[src/hdl/swmf_pkg.sv]
// ----------------------------------------------------------------------------
// swmf_pkg
// Shared types and constants of the sliding window mean filter: register
// indexes, state encodings and the window control bundle.
// ----------------------------------------------------------------------------
package swmf_pkg;

  localparam int CFG_INDEX_W = 2;
  localparam int CFG_DATA_W  = 6;
  localparam int WLEN_W      = 6;

  localparam logic [CFG_INDEX_W-1:0] REG_WINDOW_LENGTH = 2'd0;
  localparam logic [CFG_INDEX_W-1:0] REG_ORIENTATION   = 2'd1;

  localparam logic [WLEN_W-1:0] WLEN_RESET = 6'd1;

  typedef enum logic [2:0] {
    S_IDLE,
    S_UPDATE,
    S_START,
    S_DIVIDE,
    S_EMIT,
    S_FLUSH
  } ctrl_state_t;

  typedef enum logic [1:0] {
    DIV_IDLE,
    DIV_SHIFT,
    DIV_SIGN
  } div_state_t;

  typedef struct packed {
    logic push;
    logic retire;
    logic clear;
  } swmf_win_ctrl_t;

endpackage

[src/hdl/swmf_window.sv]
// ----------------------------------------------------------------------------
// swmf_window
// Sample ring, presence marks, running sum and counts of the window.
// ----------------------------------------------------------------------------
module swmf_window import swmf_pkg::*; #(
  parameter int MAX_WINDOW   = 32,
  parameter int SAMPLE_WIDTH = 32,
  parameter int CW           = $clog2(MAX_WINDOW + 1),
  parameter int SUM_W        = SAMPLE_WIDTH + CW
) (
  input  logic                           clk,
  input  logic                           rst,
  input  swmf_win_ctrl_t                 ctrl,
  input  logic [CW-1:0]                  n_eff,
  input  logic signed [SAMPLE_WIDTH-1:0] sample,
  input  logic                           sample_valid,
  output logic signed [SUM_W-1:0]        running_sum,
  output logic [CW-1:0]                  valid_count,
  output logic [CW-1:0]                  fill_count
);

  localparam int PW = (MAX_WINDOW > 1) ? $clog2(MAX_WINDOW) : 1;
  localparam logic [PW:0] RING_SIZE = (PW+1)'(MAX_WINDOW);
  localparam logic [PW-1:0] LAST_SLOT = PW'(MAX_WINDOW - 1);

  logic [SAMPLE_WIDTH-1:0] ring [MAX_WINDOW];
  logic [SAMPLE_WIDTH-1:0] rd_data;
  logic [MAX_WINDOW-1:0]   marks;
  logic [MAX_WINDOW-1:0]   marks_next;
  logic [PW-1:0]           wp;
  logic                    evict;

  logic                    full_before;
  logic [PW:0]             idx_sum;
  logic [PW-1:0]           old_idx;
  logic                    evict_now;

  always_comb begin
    full_before = (fill_count >= n_eff);
    idx_sum     = {1'b0, wp} + RING_SIZE - (PW+1)'(n_eff);
    old_idx     = (idx_sum >= RING_SIZE) ? PW'(idx_sum - RING_SIZE) : idx_sum[PW-1:0];
    evict_now   = full_before && marks[old_idx];
  end

  // Drop the outgoing mark, then set the mark of the incoming slot.
  always_comb begin
    marks_next = marks;
    if (full_before) begin
      marks_next[old_idx] = 1'b0;
    end
    marks_next[wp] = sample_valid;
  end

  // Read the outgoing sample before the new one lands in its slot, which may be the same one.
  always_ff @(posedge clk) begin
    if (ctrl.push) begin
      rd_data     <= ring[old_idx];
      ring[wp]    <= sample;
    end
  end

  always_ff @(posedge clk) begin
    if (rst || ctrl.clear) begin
      marks       <= '0;
      wp          <= '0;
      evict       <= 1'b0;
      valid_count <= '0;
      fill_count  <= '0;
    end else if (ctrl.push) begin
      if (!full_before) begin
        fill_count <= fill_count + CW'(1);
      end
      marks       <= marks_next;
      wp          <= (wp == LAST_SLOT) ? '0 : wp + PW'(1);
      evict       <= evict_now;
      valid_count <= valid_count + CW'(sample_valid) - CW'(evict_now);
    end
  end

  always_ff @(posedge clk) begin
    if (rst || ctrl.clear) begin
      running_sum <= '0;
    end else if (ctrl.push && sample_valid) begin
      running_sum <= running_sum + {{CW{sample[SAMPLE_WIDTH-1]}}, sample};
    end else if (ctrl.retire && evict) begin
      running_sum <= running_sum - {{CW{rd_data[SAMPLE_WIDTH-1]}}, rd_data};
    end
  end

  a_count_matches_marks: assert property (@(posedge clk) disable iff (rst)
    $countones(marks) == int'(valid_count))
    else $error("valid count disagrees with presence marks");

  a_valid_within_fill: assert property (@(posedge clk) disable iff (rst)
    valid_count <= fill_count)
    else $error("more valid samples than filled slots");

  a_fill_bounded: assert property (@(posedge clk) disable iff (rst)
    int'(fill_count) <= MAX_WINDOW)
    else $error("fill count beyond ring size");

endmodule

[src/hdl/swmf_divider.sv]
// ----------------------------------------------------------------------------
// swmf_divider
// Bit-serial signed divider: one quotient bit per cycle, truncating to zero.
// ----------------------------------------------------------------------------
module swmf_divider import swmf_pkg::*; #(
  parameter int SUM_W = 38,
  parameter int CW    = 6,
  parameter int OUT_W = 32
) (
  input  logic                    clk,
  input  logic                    rst,
  input  logic                    start,
  input  logic signed [SUM_W-1:0] dividend,
  input  logic [CW-1:0]           divisor,
  output logic                    done,
  output logic [OUT_W-1:0]        quotient
);

  localparam int IW = $clog2(SUM_W + 1);

  div_state_t       state;
  div_state_t       state_next;
  logic [SUM_W-1:0] acc;
  logic [CW-1:0]    rem;
  logic [CW-1:0]    dvs;
  logic             neg;
  logic [IW-1:0]    cnt;
  logic [CW:0]      trial;
  logic [CW:0]      diff;
  logic             fits;

  always_comb begin
    trial = {rem, acc[SUM_W-1]};
    diff  = trial - {1'b0, dvs};
    fits  = (trial >= {1'b0, dvs});
  end

  always_ff @(posedge clk) begin
    if (rst) begin
      state <= DIV_IDLE;
      done  <= 1'b0;
    end else begin
      state <= state_next;
      done  <= (state == DIV_SIGN);
    end
  end

  always_comb begin
    state_next = state;
    case (state)
      DIV_IDLE:  if (start) state_next = DIV_SHIFT;
      DIV_SHIFT: if (cnt == IW'(1)) state_next = DIV_SIGN;
      DIV_SIGN:  state_next = DIV_IDLE;
      default:   state_next = DIV_IDLE;
    endcase
  end

  // Dividend bits leave at the top of acc while quotient bits enter below.
  always_ff @(posedge clk) begin
    case (state)
      DIV_IDLE: begin
        if (start) begin
          acc <= dividend[SUM_W-1] ? -dividend : dividend;
          neg <= dividend[SUM_W-1];
          rem <= '0;
          dvs <= divisor;
          cnt <= IW'(SUM_W);
        end
      end
      DIV_SHIFT: begin
        acc <= {acc[SUM_W-2:0], fits};
        rem <= fits ? diff[CW-1:0] : trial[CW-1:0];
        cnt <= cnt - IW'(1);
      end
      DIV_SIGN: begin
        quotient <= neg ? -acc[OUT_W-1:0] : acc[OUT_W-1:0];
      end
      default: ;
    endcase
  end

  a_rem_below_divisor: assert property (@(posedge clk) disable iff (rst)
    state == DIV_SHIFT |-> rem < dvs)
    else $error("partial remainder not reduced");

  a_nonzero_divisor: assert property (@(posedge clk) disable iff (rst)
    state == DIV_SHIFT |-> dvs != '0)
    else $error("division by zero count");

  a_done_after_sign: assert property (@(posedge clk) disable iff (rst)
    done |-> $past(state == DIV_SIGN))
    else $error("done without sign step");

endmodule

[src/hdl/sliding_window_mean_filter_core.sv]
// ----------------------------------------------------------------------------
// sliding_window_mean_filter_core
// Moving mean over valid samples in a window of up to MAX_WINDOW entries.
// ----------------------------------------------------------------------------
// Input channel: in_valid/in_stall with sample, sample_valid, series_end.
// Output channel: out_valid/out_stall with mean_value, mean_valid and
// last_result; a transaction moves on an edge with valid high, stall low.
// Configuration: cfg_we/cfg_index/cfg_data write window_length (index 0) or
// orientation (index 1); either write also clears the series state.
// When a mean is computed, an input transaction runs through the bit-serial
// divider, which produces one quotient bit per cycle over SUM_W =
// SAMPLE_WIDTH + clog2(MAX_WINDOW + 1) bits; items that yield no valid mean
// skip the divider. in_stall is high from acceptance until the last result of
// the item, if it has one, is in the output register. In leading mode a series
// end flushes one missing result for each result still owed.
// The output register holds a result while out_stall is high; the next item
// is accepted meanwhile, and the core waits only when it needs that register.
// Reset: window length 1, trailing mode, empty window, no result pending.
// ----------------------------------------------------------------------------
module sliding_window_mean_filter_core import swmf_pkg::*; #(
  parameter int MAX_WINDOW   = 32,
  parameter int SAMPLE_WIDTH = 32
) (
  input  logic                           clk,
  input  logic                           rst,
  input  logic                           cfg_we,
  input  logic [CFG_INDEX_W-1:0]         cfg_index,
  input  logic [CFG_DATA_W-1:0]          cfg_data,
  input  logic                           in_valid,
  output logic                           in_stall,
  input  logic signed [SAMPLE_WIDTH-1:0] sample,
  input  logic                           sample_valid,
  input  logic                           series_end,
  output logic                           out_valid,
  input  logic                           out_stall,
  output logic signed [SAMPLE_WIDTH-1:0] mean_value,
  output logic                           mean_valid,
  output logic                           last_result
);

  localparam int CW    = $clog2(MAX_WINDOW + 1);
  localparam int SUM_W = SAMPLE_WIDTH + CW;

  logic [WLEN_W-1:0]       window_length;
  logic                    orientation;
  logic [CW-1:0]           n_eff;

  ctrl_state_t             state;
  ctrl_state_t             state_next;
  logic                    end_flag;
  logic                    full_after_q;
  logic                    mean_ok;
  logic [CW-1:0]           flush_left;

  swmf_win_ctrl_t          win_ctrl;
  logic signed [SUM_W-1:0] running_sum;
  logic [CW-1:0]           valid_count;
  logic [CW-1:0]           fill_count;

  logic                    div_start;
  logic                    div_done;
  logic [SAMPLE_WIDTH-1:0] div_quotient;

  logic                    in_fire;
  logic                    cfg_hit;
  logic                    slot_free;
  logic                    has_mean;
  logic                    more_flush;
  logic                    out_load;
  logic                    out_last_next;
  logic                    out_mean_next;
  logic                    full_before;
  logic [CW-1:0]           fill_after;
  logic                    full_after;

  assign in_stall = (state != S_IDLE);
  assign in_fire  = in_valid && !in_stall;
  assign cfg_hit  = cfg_we && (cfg_index == REG_WINDOW_LENGTH || cfg_index == REG_ORIENTATION);

  always_comb begin
    if (window_length == '0) begin
      n_eff = CW'(1);
    end else if ((WLEN_W+1)'(window_length) > (WLEN_W+1)'(MAX_WINDOW)) begin
      n_eff = CW'(MAX_WINDOW);
    end else begin
      n_eff = CW'(window_length);
    end
  end

  always_ff @(posedge clk) begin
    if (rst) begin
      window_length <= WLEN_RESET;
      orientation   <= 1'b0;
    end else if (cfg_we) begin
      case (cfg_index)
        REG_WINDOW_LENGTH: window_length <= cfg_data;
        REG_ORIENTATION:   orientation   <= cfg_data[0];
        default: ;
      endcase
    end
  end

  // Results still owed by a leading window if the series ends here.
  always_comb begin
    full_before = (fill_count >= n_eff);
    fill_after  = full_before ? fill_count : fill_count + CW'(1);
    full_after  = (fill_after >= n_eff);
  end

  swmf_window #(
    .MAX_WINDOW   (MAX_WINDOW),
    .SAMPLE_WIDTH (SAMPLE_WIDTH),
    .CW           (CW),
    .SUM_W        (SUM_W)
  ) u_window (
    .clk          (clk),
    .rst          (rst),
    .ctrl         (win_ctrl),
    .n_eff        (n_eff),
    .sample       (sample),
    .sample_valid (sample_valid),
    .running_sum  (running_sum),
    .valid_count  (valid_count),
    .fill_count   (fill_count)
  );

  swmf_divider #(
    .SUM_W    (SUM_W),
    .CW       (CW),
    .OUT_W    (SAMPLE_WIDTH)
  ) u_divider (
    .clk      (clk),
    .rst      (rst),
    .start    (div_start),
    .dividend (running_sum),
    .divisor  (valid_count),
    .done     (div_done),
    .quotient (div_quotient)
  );

  assign slot_free  = !out_valid || !out_stall;
  assign has_mean   = !orientation || full_after_q;
  assign more_flush = orientation && end_flag && (flush_left != '0);

  always_ff @(posedge clk) begin
    if (rst) begin
      state <= S_IDLE;
    end else begin
      state <= state_next;
    end
  end

  always_comb begin
    state_next    = state;
    win_ctrl      = '0;
    win_ctrl.clear = cfg_hit;
    div_start     = 1'b0;
    out_load      = 1'b0;
    out_last_next = 1'b0;
    out_mean_next = 1'b0;
    case (state)
      S_IDLE: begin
        win_ctrl.push = in_fire;
        if (in_fire) state_next = S_UPDATE;
      end
      S_UPDATE: begin
        win_ctrl.retire = 1'b1;
        state_next      = S_START;
      end
      S_START: begin
        // The divider captures sum and count on this edge; drop the series after.
        div_start = full_after_q && (valid_count != '0);
        if (end_flag) win_ctrl.clear = 1'b1;
        state_next = div_start ? S_DIVIDE : S_EMIT;
      end
      S_DIVIDE: begin
        if (div_done) state_next = S_EMIT;
      end
      S_EMIT: begin
        if (!has_mean) begin
          state_next = more_flush ? S_FLUSH : S_IDLE;
        end else if (slot_free) begin
          out_load      = 1'b1;
          out_mean_next = mean_ok;
          out_last_next = !more_flush;
          state_next    = more_flush ? S_FLUSH : S_IDLE;
        end
      end
      S_FLUSH: begin
        if (slot_free) begin
          out_load      = 1'b1;
          out_last_next = (flush_left == CW'(1));
          if (flush_left == CW'(1)) state_next = S_IDLE;
        end
      end
      default: state_next = S_IDLE;
    endcase
  end

  always_ff @(posedge clk) begin
    if (in_fire) begin
      end_flag     <= series_end;
      full_after_q <= full_after;
      flush_left   <= full_after ? n_eff - CW'(1) : fill_after;
    end else if (state == S_FLUSH && out_load) begin
      flush_left   <= flush_left - CW'(1);
    end
    if (state == S_START) begin
      mean_ok <= full_after_q && (valid_count != '0);
    end
  end

  always_ff @(posedge clk) begin
    if (rst) begin
      out_valid <= 1'b0;
    end else if (out_load) begin
      out_valid <= 1'b1;
    end else if (!out_stall) begin
      out_valid <= 1'b0;
    end
  end

  always_ff @(posedge clk) begin
    if (out_load) begin
      mean_value  <= out_mean_next ? div_quotient : '0;
      mean_valid  <= out_mean_next;
      last_result <= out_last_next;
    end
  end

  a_flush_has_work: assert property (@(posedge clk) disable iff (rst)
    state == S_FLUSH |-> flush_left != '0)
    else $error("flush state with nothing left to flush");

  a_last_ends_item: assert property (@(posedge clk) disable iff (rst)
    out_load && out_last_next |=> state == S_IDLE)
    else $error("final result loaded but item still active");

  a_missing_reads_zero: assert property (@(posedge clk) disable iff (rst)
    out_valid && !mean_valid |-> mean_value == '0)
    else $error("missing result carries a nonzero value");

  a_done_while_waiting: assert property (@(posedge clk) disable iff (rst)
    div_done |-> state == S_DIVIDE)
    else $error("divider finished outside the wait state");

endmodule
[config.mk]
export PLATFORM = sky130hd
export DESIGN_NAME = sliding_window_mean_filter_core
export DESIGN_NICKNAME = d
export VERILOG_FILES = /design/src/hdl/swmf_pkg.sv /design/src/hdl/swmf_window.sv /design/src/hdl/swmf_divider.sv /design/src/hdl/sliding_window_mean_filter_core.sv
export SDC_FILE = /design/constraint.sdc
export NUM_CORES = 2
export LEC_CHECK = 0
export BUFFER_PORTS_ARGS = -buffer_cell sky130_fd_sc_hd__buf_2
export CAP_MARGIN = 0
export CORE_MARGIN = 3
export CORE_UTILIZATION = 57
export CTS_CLUSTER_DIAMETER = 30
export DETAILED_ROUTE_END_ITERATION = 6
export GPL_TIMING_DRIVEN = 0
export PLACE_DENSITY = 0.76
export SLEW_MARGIN = 25
export SYNTH_ARGS = -nofsm -noshare
export SYNTH_HDL_FRONTEND = slang
export SYNTH_SLANG_ARGS = --single-unit
[constraint.sdc]
create_clock -name clk -period 4.98 [get_ports clk]
set_input_delay 0.498 -clock clk [delete_from_list [all_inputs] [get_ports clk]]
set_output_delay 0.498 -clock clk [all_outputs]
set_load 0.05 [all_outputs]
# Word-level counts from Yosys, hierarchy flattened
# Memory sizes are Yosys's and may differ from the RTL's. A register that Yosys moved wholly into a read port is not among the register bits.
# Cells that the tools add are included.
classes:
  add_sub_neg: 15
  n_lt_le_gt_ge: 9
  n_eq_ne: 19
  muxes: 58
  n_bitwise: 2
  reduce_logical: 36
ops:
  columns: ["operator", "count"]
  rows:
  - ["38-bit 2-to-1 mux", 4]
  - ["38-bit one-hot mux with 2 select lines", 1]
  - ["32-bit 2-to-1 mux", 2]
  - ["6-bit 2-to-1 mux", 9]
  - ["38-bit adder", 1]
  - ["38-bit negator", 1]
  - ["38-bit subtractor", 1]
  - ["32-bit AND", 1]
  - ["32-bit bitwise mux", 1]
  - ["32-bit negator", 1]
  - ["32-bit inverter", 1]
  - ["3-bit 2-to-1 mux", 8]
  - ["6-bit one-hot mux with 2 select lines", 2]
  - ["1-bit 2-to-1 mux", 20]
  - ["3-bit one-hot mux with 6 select lines", 1]
  - ["6-bit by 1-bit subtractor with 6-bit output (second input constant)", 3]
  - ["6-bit by 1-bit == test with 1-bit output (second input constant)", 2]
  - ["6-bit greater-or-equal comparator", 2]
  - ["5-bit by 6-bit less-than comparator with 1-bit output (second input constant)", 2]
  - ["6-bit nonzero test", 2]
  - ["6-bit subtractor", 2]
  - ["1-bit logical AND", 11]
  - ["1-bit demux with 5-bit select", 2]
  - ["5-bit by 1-bit greater-or-equal comparator with 1-bit output (second input constant)", 2]
  - ["32 further kinds", 57]
totals:
  reg_bits: 234
  mem_bits_rw: 1024
  input_bits: 47
  output_inout_bits: 36
  elab_cells: 165
  mem_count: 1
memory_table:
  columns: ["name", "words", "word_bits", "rd", "rd_ports_with_merged_regs", "write_ports", "line", "rtl"]
  rows:
  - ["u_window.ring", 32, 32, 1, 1, 1, "swmf_window.sv:26", "logic [SAMPLE_WIDTH-1:0] ring [MAX_WINDOW];"]

# Longest topological paths before layout
depth:
  ltp_word: 14
  mapped_depth: 21
  depth_no_buf: 21

# Modules after synthesis
# From an unflattened synthesis, not the netlist that was laid out.
hier_totals:
  cells_unflattened: 3469
  hier_area_um2: 55438.2
by_module_without_submodules:
  columns: ["mod", "instances", "cells_per_inst", "area_each_um2", "seq_area_each_um2"]
  rows:
  - ["swmf_window", 1, 2698, 47289.1, 33472.1]
  - ["swmf_divider", 1, 496, 5216.3, 2732.6]
  - ["sliding_window_mean_filter_core", 1, 275, 2932.8, 1511.4]

# Least setup slack after synthesis
# OpenSTA, ideal clock, no wires.
synth_path:
  path_type: "register to register"
  from: "register window_length[1]"
  to: "register u_window.valid_count[4]"
  setup_ns: 0.132
  arrival_ns: 4.607
  slack_ns: 0.241
  stages_incl_launch_ff: 21
  n_path_buf: 2
  path_cell_list: "dfxtp_1 nor4_1 o21ai_0 inv_1 ha_1 inv_1 fa_1 clkbuf_1 clkbuf_1 mux4_2 o22a_1 o221a_2 ha_1 inv_1 ha_1 fa_1 a21oi_1 nor2_1 or3_1 nand3_1 a21oi_1"
synth_via:
  elab_chain_cells: 10
  word_cells_on_any_way: 13
  classes_between: "3 x add/sub; 3 x order compare; 5 x mux; 2 x reduce/logical"
synth_rtl:
  columns: ["item", "line", "rtl"]
  rows:
  - ["start: declaration", "sliding_window_mean_filter_core.sv:44", "logic [WLEN_W-1:0] window_length;"]
  - ["start signal: assignment", "sliding_window_mean_filter_core.sv:96", "REG_WINDOW_LENGTH: window_length <= cfg_data;"]
  - ["6-bit greater-than comparator", "sliding_window_mean_filter_core.sv:83", "end else if ((WLEN_W+1)'(window_length) > (WLEN_W+1)'(MAX_WINDOW)) begin"]
  - ["6-bit 2-to-1 mux", "sliding_window_mean_filter_core.sv:83", null]
  - ["6-bit 2-to-1 mux *", "sliding_window_mean_filter_core.sv:81", "if (window_length == '0) begin"]
  - ["6-bit subtractor", "swmf_window.sv:40", "idx_sum = {1'b0, wp} + RING_SIZE - (PW+1)'(n_eff);"]
  - ["5-bit by 1-bit subtractor with 5-bit output or 6-bit greater-or-equal comparator (tied branches)", "swmf_window.sv:41", "old_idx = (idx_sum >= RING_SIZE) ? PW'(idx_sum - RING_SIZE) : idx_sum[PW-1:0];"]
  - ["5-bit 2-to-1 mux", "swmf_window.sv:41", null]
  - ["1-bit binary-select mux with 5-bit select", "swmf_window.sv:42", "evict_now = full_before && marks[old_idx];"]
  - ["1-bit 2-to-1 mux (implied by the code)", "swmf_window.sv:42", null]
  - ["1-bit logical AND *", "swmf_window.sv:42", null]
  - ["named net u_window.evict_now", "swmf_window.sv:36", "logic evict_now;"]
  - ["6-bit by 1-bit subtractor with 6-bit output *", "swmf_window.sv:76", "valid_count <= valid_count + CW'(sample_valid) - CW'(evict_now);"]
  - ["end signal: assignment", "swmf_window.sv:76", null]
  - ["end: declaration", "swmf_window.sv:18", "output logic [CW-1:0] valid_count,"]
# The timed path passes the listed nets; every way through them passes the cells marked *. The select of a mux whose other input is x is not followed.
# A chain may end at the register's enable or synchronous reset.

# Worst setup path in the final report
layout_path:
  from: "register window_length[1]"
  to: "register u_window.rd_data[4], read port of u_window.ring, data pin"
layout_via:
  elab_chain_cells: 6
  word_cells_on_any_way: 8
  classes_between: "2 x add/sub; 2 x order compare; 3 x mux; 1 x reduce/logical"
layout_rtl:
  columns: ["item", "line", "rtl"]
  rows:
  - ["6-bit greater-than comparator", "sliding_window_mean_filter_core.sv:83", null]
  - ["6-bit 2-to-1 mux", "sliding_window_mean_filter_core.sv:83", null]
  - ["6-bit 2-to-1 mux *", "sliding_window_mean_filter_core.sv:81", null]
  - ["6-bit subtractor *", "swmf_window.sv:40", null]
  - ["5-bit by 1-bit subtractor with 5-bit output or 6-bit greater-or-equal comparator (tied branches)", "swmf_window.sv:41", null]
  - ["5-bit 2-to-1 mux *", "swmf_window.sv:41", null]
  - ["end: declaration", "swmf_window.sv:27", "logic [SAMPLE_WIDTH-1:0] rd_data;"]
# Mark *: on every way between the ends. The rest lies on a longest branch, timed or not.

==> run summary <==
final setup violating endpoints: 0
Yosys warnings: 0
port bufs: 81
# IOs: 83
most area-consuming cells after synthesis: edfxtp_1, mux4_2, dfxtp_1
asr flop ratio synth: 0%
largest net degree at the start of global routing: 34
num rows: 112
first-pass GRT wire length: 232000 um
DRT Pass-1 Iters: 7
Routed WL: 160000 um
area leader, netlist: edfxtp_1
grt met2 use: 52.0%
Vert. Die Dim: 314 um
# Max-Cap Violations: 0
vias in the first global route: 34400
Netlist cell types: 64
Synth Instances: 3298
DR vias: 34300
Main synth FF type: edfxtp_1
CTS tree: done
initial antenna violation count: 14
share of layout cells above drive strength 1: 23.8%
Tot GR Track Use: 32.7%
Worst EP arrival: 5.45 ns
GRT busiest layer: met2
GR Overflow Total: 0
Area Overhead vs Synth: 20.2%
Critical Path Fanout Max: 10
routability cong.: 0.959
top cells by count, synth: edfxtp_1, mux4_2, nand2_1
setup tns final: 0 ns
met3 global-route usage: 9.99%
P per Cell Area: 566 mW/mm^2
clk slew on worst S/H paths: 0.05 ns
Via density: 6.71
CTS Sinks: 1290
met1 global-route usage: 40.4%
status: completed
CTS Buffer Depth: 3
worst-skew pair later-pin latency: 0.82 ns
CTS root buffer: clkbuf_16
Post-Layout Cell Count: 5101
Initial Util: 57.7%
max-slew violations: 0
achievable clock frequency: 205 MHz
Leak: 21.8 nW
DRT antenna net count: 0
final period utilization: 97.7%
CORE AREA: 0.0936 sq mm
hold crit path type: in2reg
skew final: 0.0548 ns
synthesized flop and latch total: 1290
DRC Markers: 0
# fillers: 5747
average cell area after synthesis: 16.4 sq um
Worst Setup End Kind: register
peak supply drop: 0.343 mV
post-detail-place hpwl: 93400 um
Synth top area share: 66.0%
startpoint types: register
full die area: 0.0985 sq mm
crit path time final: 4.87 ns
Num CTS Buffers: 217
Seq/Total Area, Yosys: 69.8%
placed cell count: 4665
Slew headroom: 21.2%
design area: 0.0649 sq mm
Layout Nets: 3780
DR WL/cell: 31.3 um
H-tree depth: 4
Horiz. Die Dim: 314 um
placed cell areas: 0.0568 sq mm
Worst Path Required: 5.56 ns
final hold vios: 0
Worst-Margin Slew: 1.18 ns
DRT iter0 DRCs: 4446
Cell Area, Synth: 0.0540 sq mm
critical path type: reg2reg
Syn Nets: 3431
Post-synth EDFFs: 1188
cell with the most instances after synthesis: edfxtp_1
[metrics by stage]
step	utilization [%]	power, W	hold slack [ns]	worst slack, ns
4_1_cts	69.1	0.0365	0.00301	0.000548
5_1_grt	69.4	0.0378	0.0281	-0.0272
3_5_place_dp	60.7	0.0210	0.448	-1.99
2_1_floorplan	-	0.0182	0.430	0.241
6_report	69.4	0.0368	0.0407	0.113
3_3_place_gp	59.8	0.0208	0.445	-1.89
[where the power goes]
part / internal, W / switching (W)
logic: 0.00304 / 0.00537
clock network: 0.00945 / 0.00589
registers: 0.0125 / 0.000492
[sequential cells by signal, indices dropped and copies added, names as in the netlist, 32 cells and up]
signal	count
mean_value	32
u_window.rd_data	32
u_window.running_sum	38
u_divider.quotient	32
u_divider.acc	38
u_window.ring	1024
u_window.marks	32
[worst paths after layout]
kind | slack (ns) | start | end | depth (start not counted)
worst max-delay path | 0.11 | window_length[1]$_SDFFE_PP0P_ | u_window.rd_data[4]$_DFFE_PP_ | 14
worst min-delay path | 0.04 | rst | u_divider.done$_SDFF_PP0_ | 2
worst max register to register | 0.11 | window_length[1]$_SDFFE_PP0P_ | u_window.rd_data[4]$_DFFE_PP_ | 14
worst min register to register | 0.46 | u_window.valid_count[5]$_SDFFE_PP0P_ | u_divider.dvs[5]$_DFFE_PP_ | 0
[cell type report]
cell class,instances,area (sq um),area share (%)
Timing Repair Buffer,134,1240,1.92
Inverter,74,320,0.493
Tap cell,1254,1570,2.42
Antenna cell,5,12.5,0.0193
Multi-Input combinational cell,1765,15700,24.2
Clock inverter,180,2060,3.17
Clock buffer,234,5560,8.56
Buffer,165,762,1.17
Sequential cell,1290,37700,58.1
[logic make-up (layout without fill, tap and decap cells)]
kind of cell / count (synthesis) / after routing / share of synthesized area [%]
DFF: 1290 / 1290 / 69.8
other: 0 / 5 / 0
muxes: 274 / 274 / 11.2
xor gates and xnor gates: 155 / 155 / 2.51
and+or+nand+nor: 673 / 673 / 6.01
adders and majority gates: 86 / 86 / 2.05
buffers and inverters: 243 / 787 / 1.69
AOI/OAI and AO/OA: 577 / 577 / 6.74
[per-layer routing]
metal | wire length [um] | part of all wire (%)
met4 | 9880 | 6.2
met2 | 75900 | 47
met5 | 78 | 0.049
met3 | 19200 | 12
met1 | 54800 | 34
[critical path: stages, from the launching register on]
cell	delay, ns
dfxtp_1	0.33
nor4_1	0.27
o21ai_1	0.17
inv_2	0.13
ha_1	0.14
inv_1	0.06
fa_2	0.42
a21o_1	0.21
a21oi_4	0.28
xnor2_4	0.25
nand2_2	0.17
nor2_2	0.68
clkbuf_1	0.75
a22oi_1	0.40
nand4_1	0.37
[timing repair]
action	in CTS	in global routing
pin swaps	4	6
gates resized for setup	75	33
setup buffers	3	10
hold buffers	8	0
hold endpoints to repair	8	0
setup endpoints to repair	80	45
[layout by cell type, fill, tap and decap left out, types with 81 or more instances in the layout]
master / count
dfxtp_1: 102
nand2_1: 255
mux4_2: 264
edfxtp_1: 1188
o21ai_0: 145
buf_2: 95
clkbuf_16: 220
clkbuf_1: 118
ha_1: 81
a21oi_1: 158
nor2_1: 115
(Power assumes the default switching activity.)
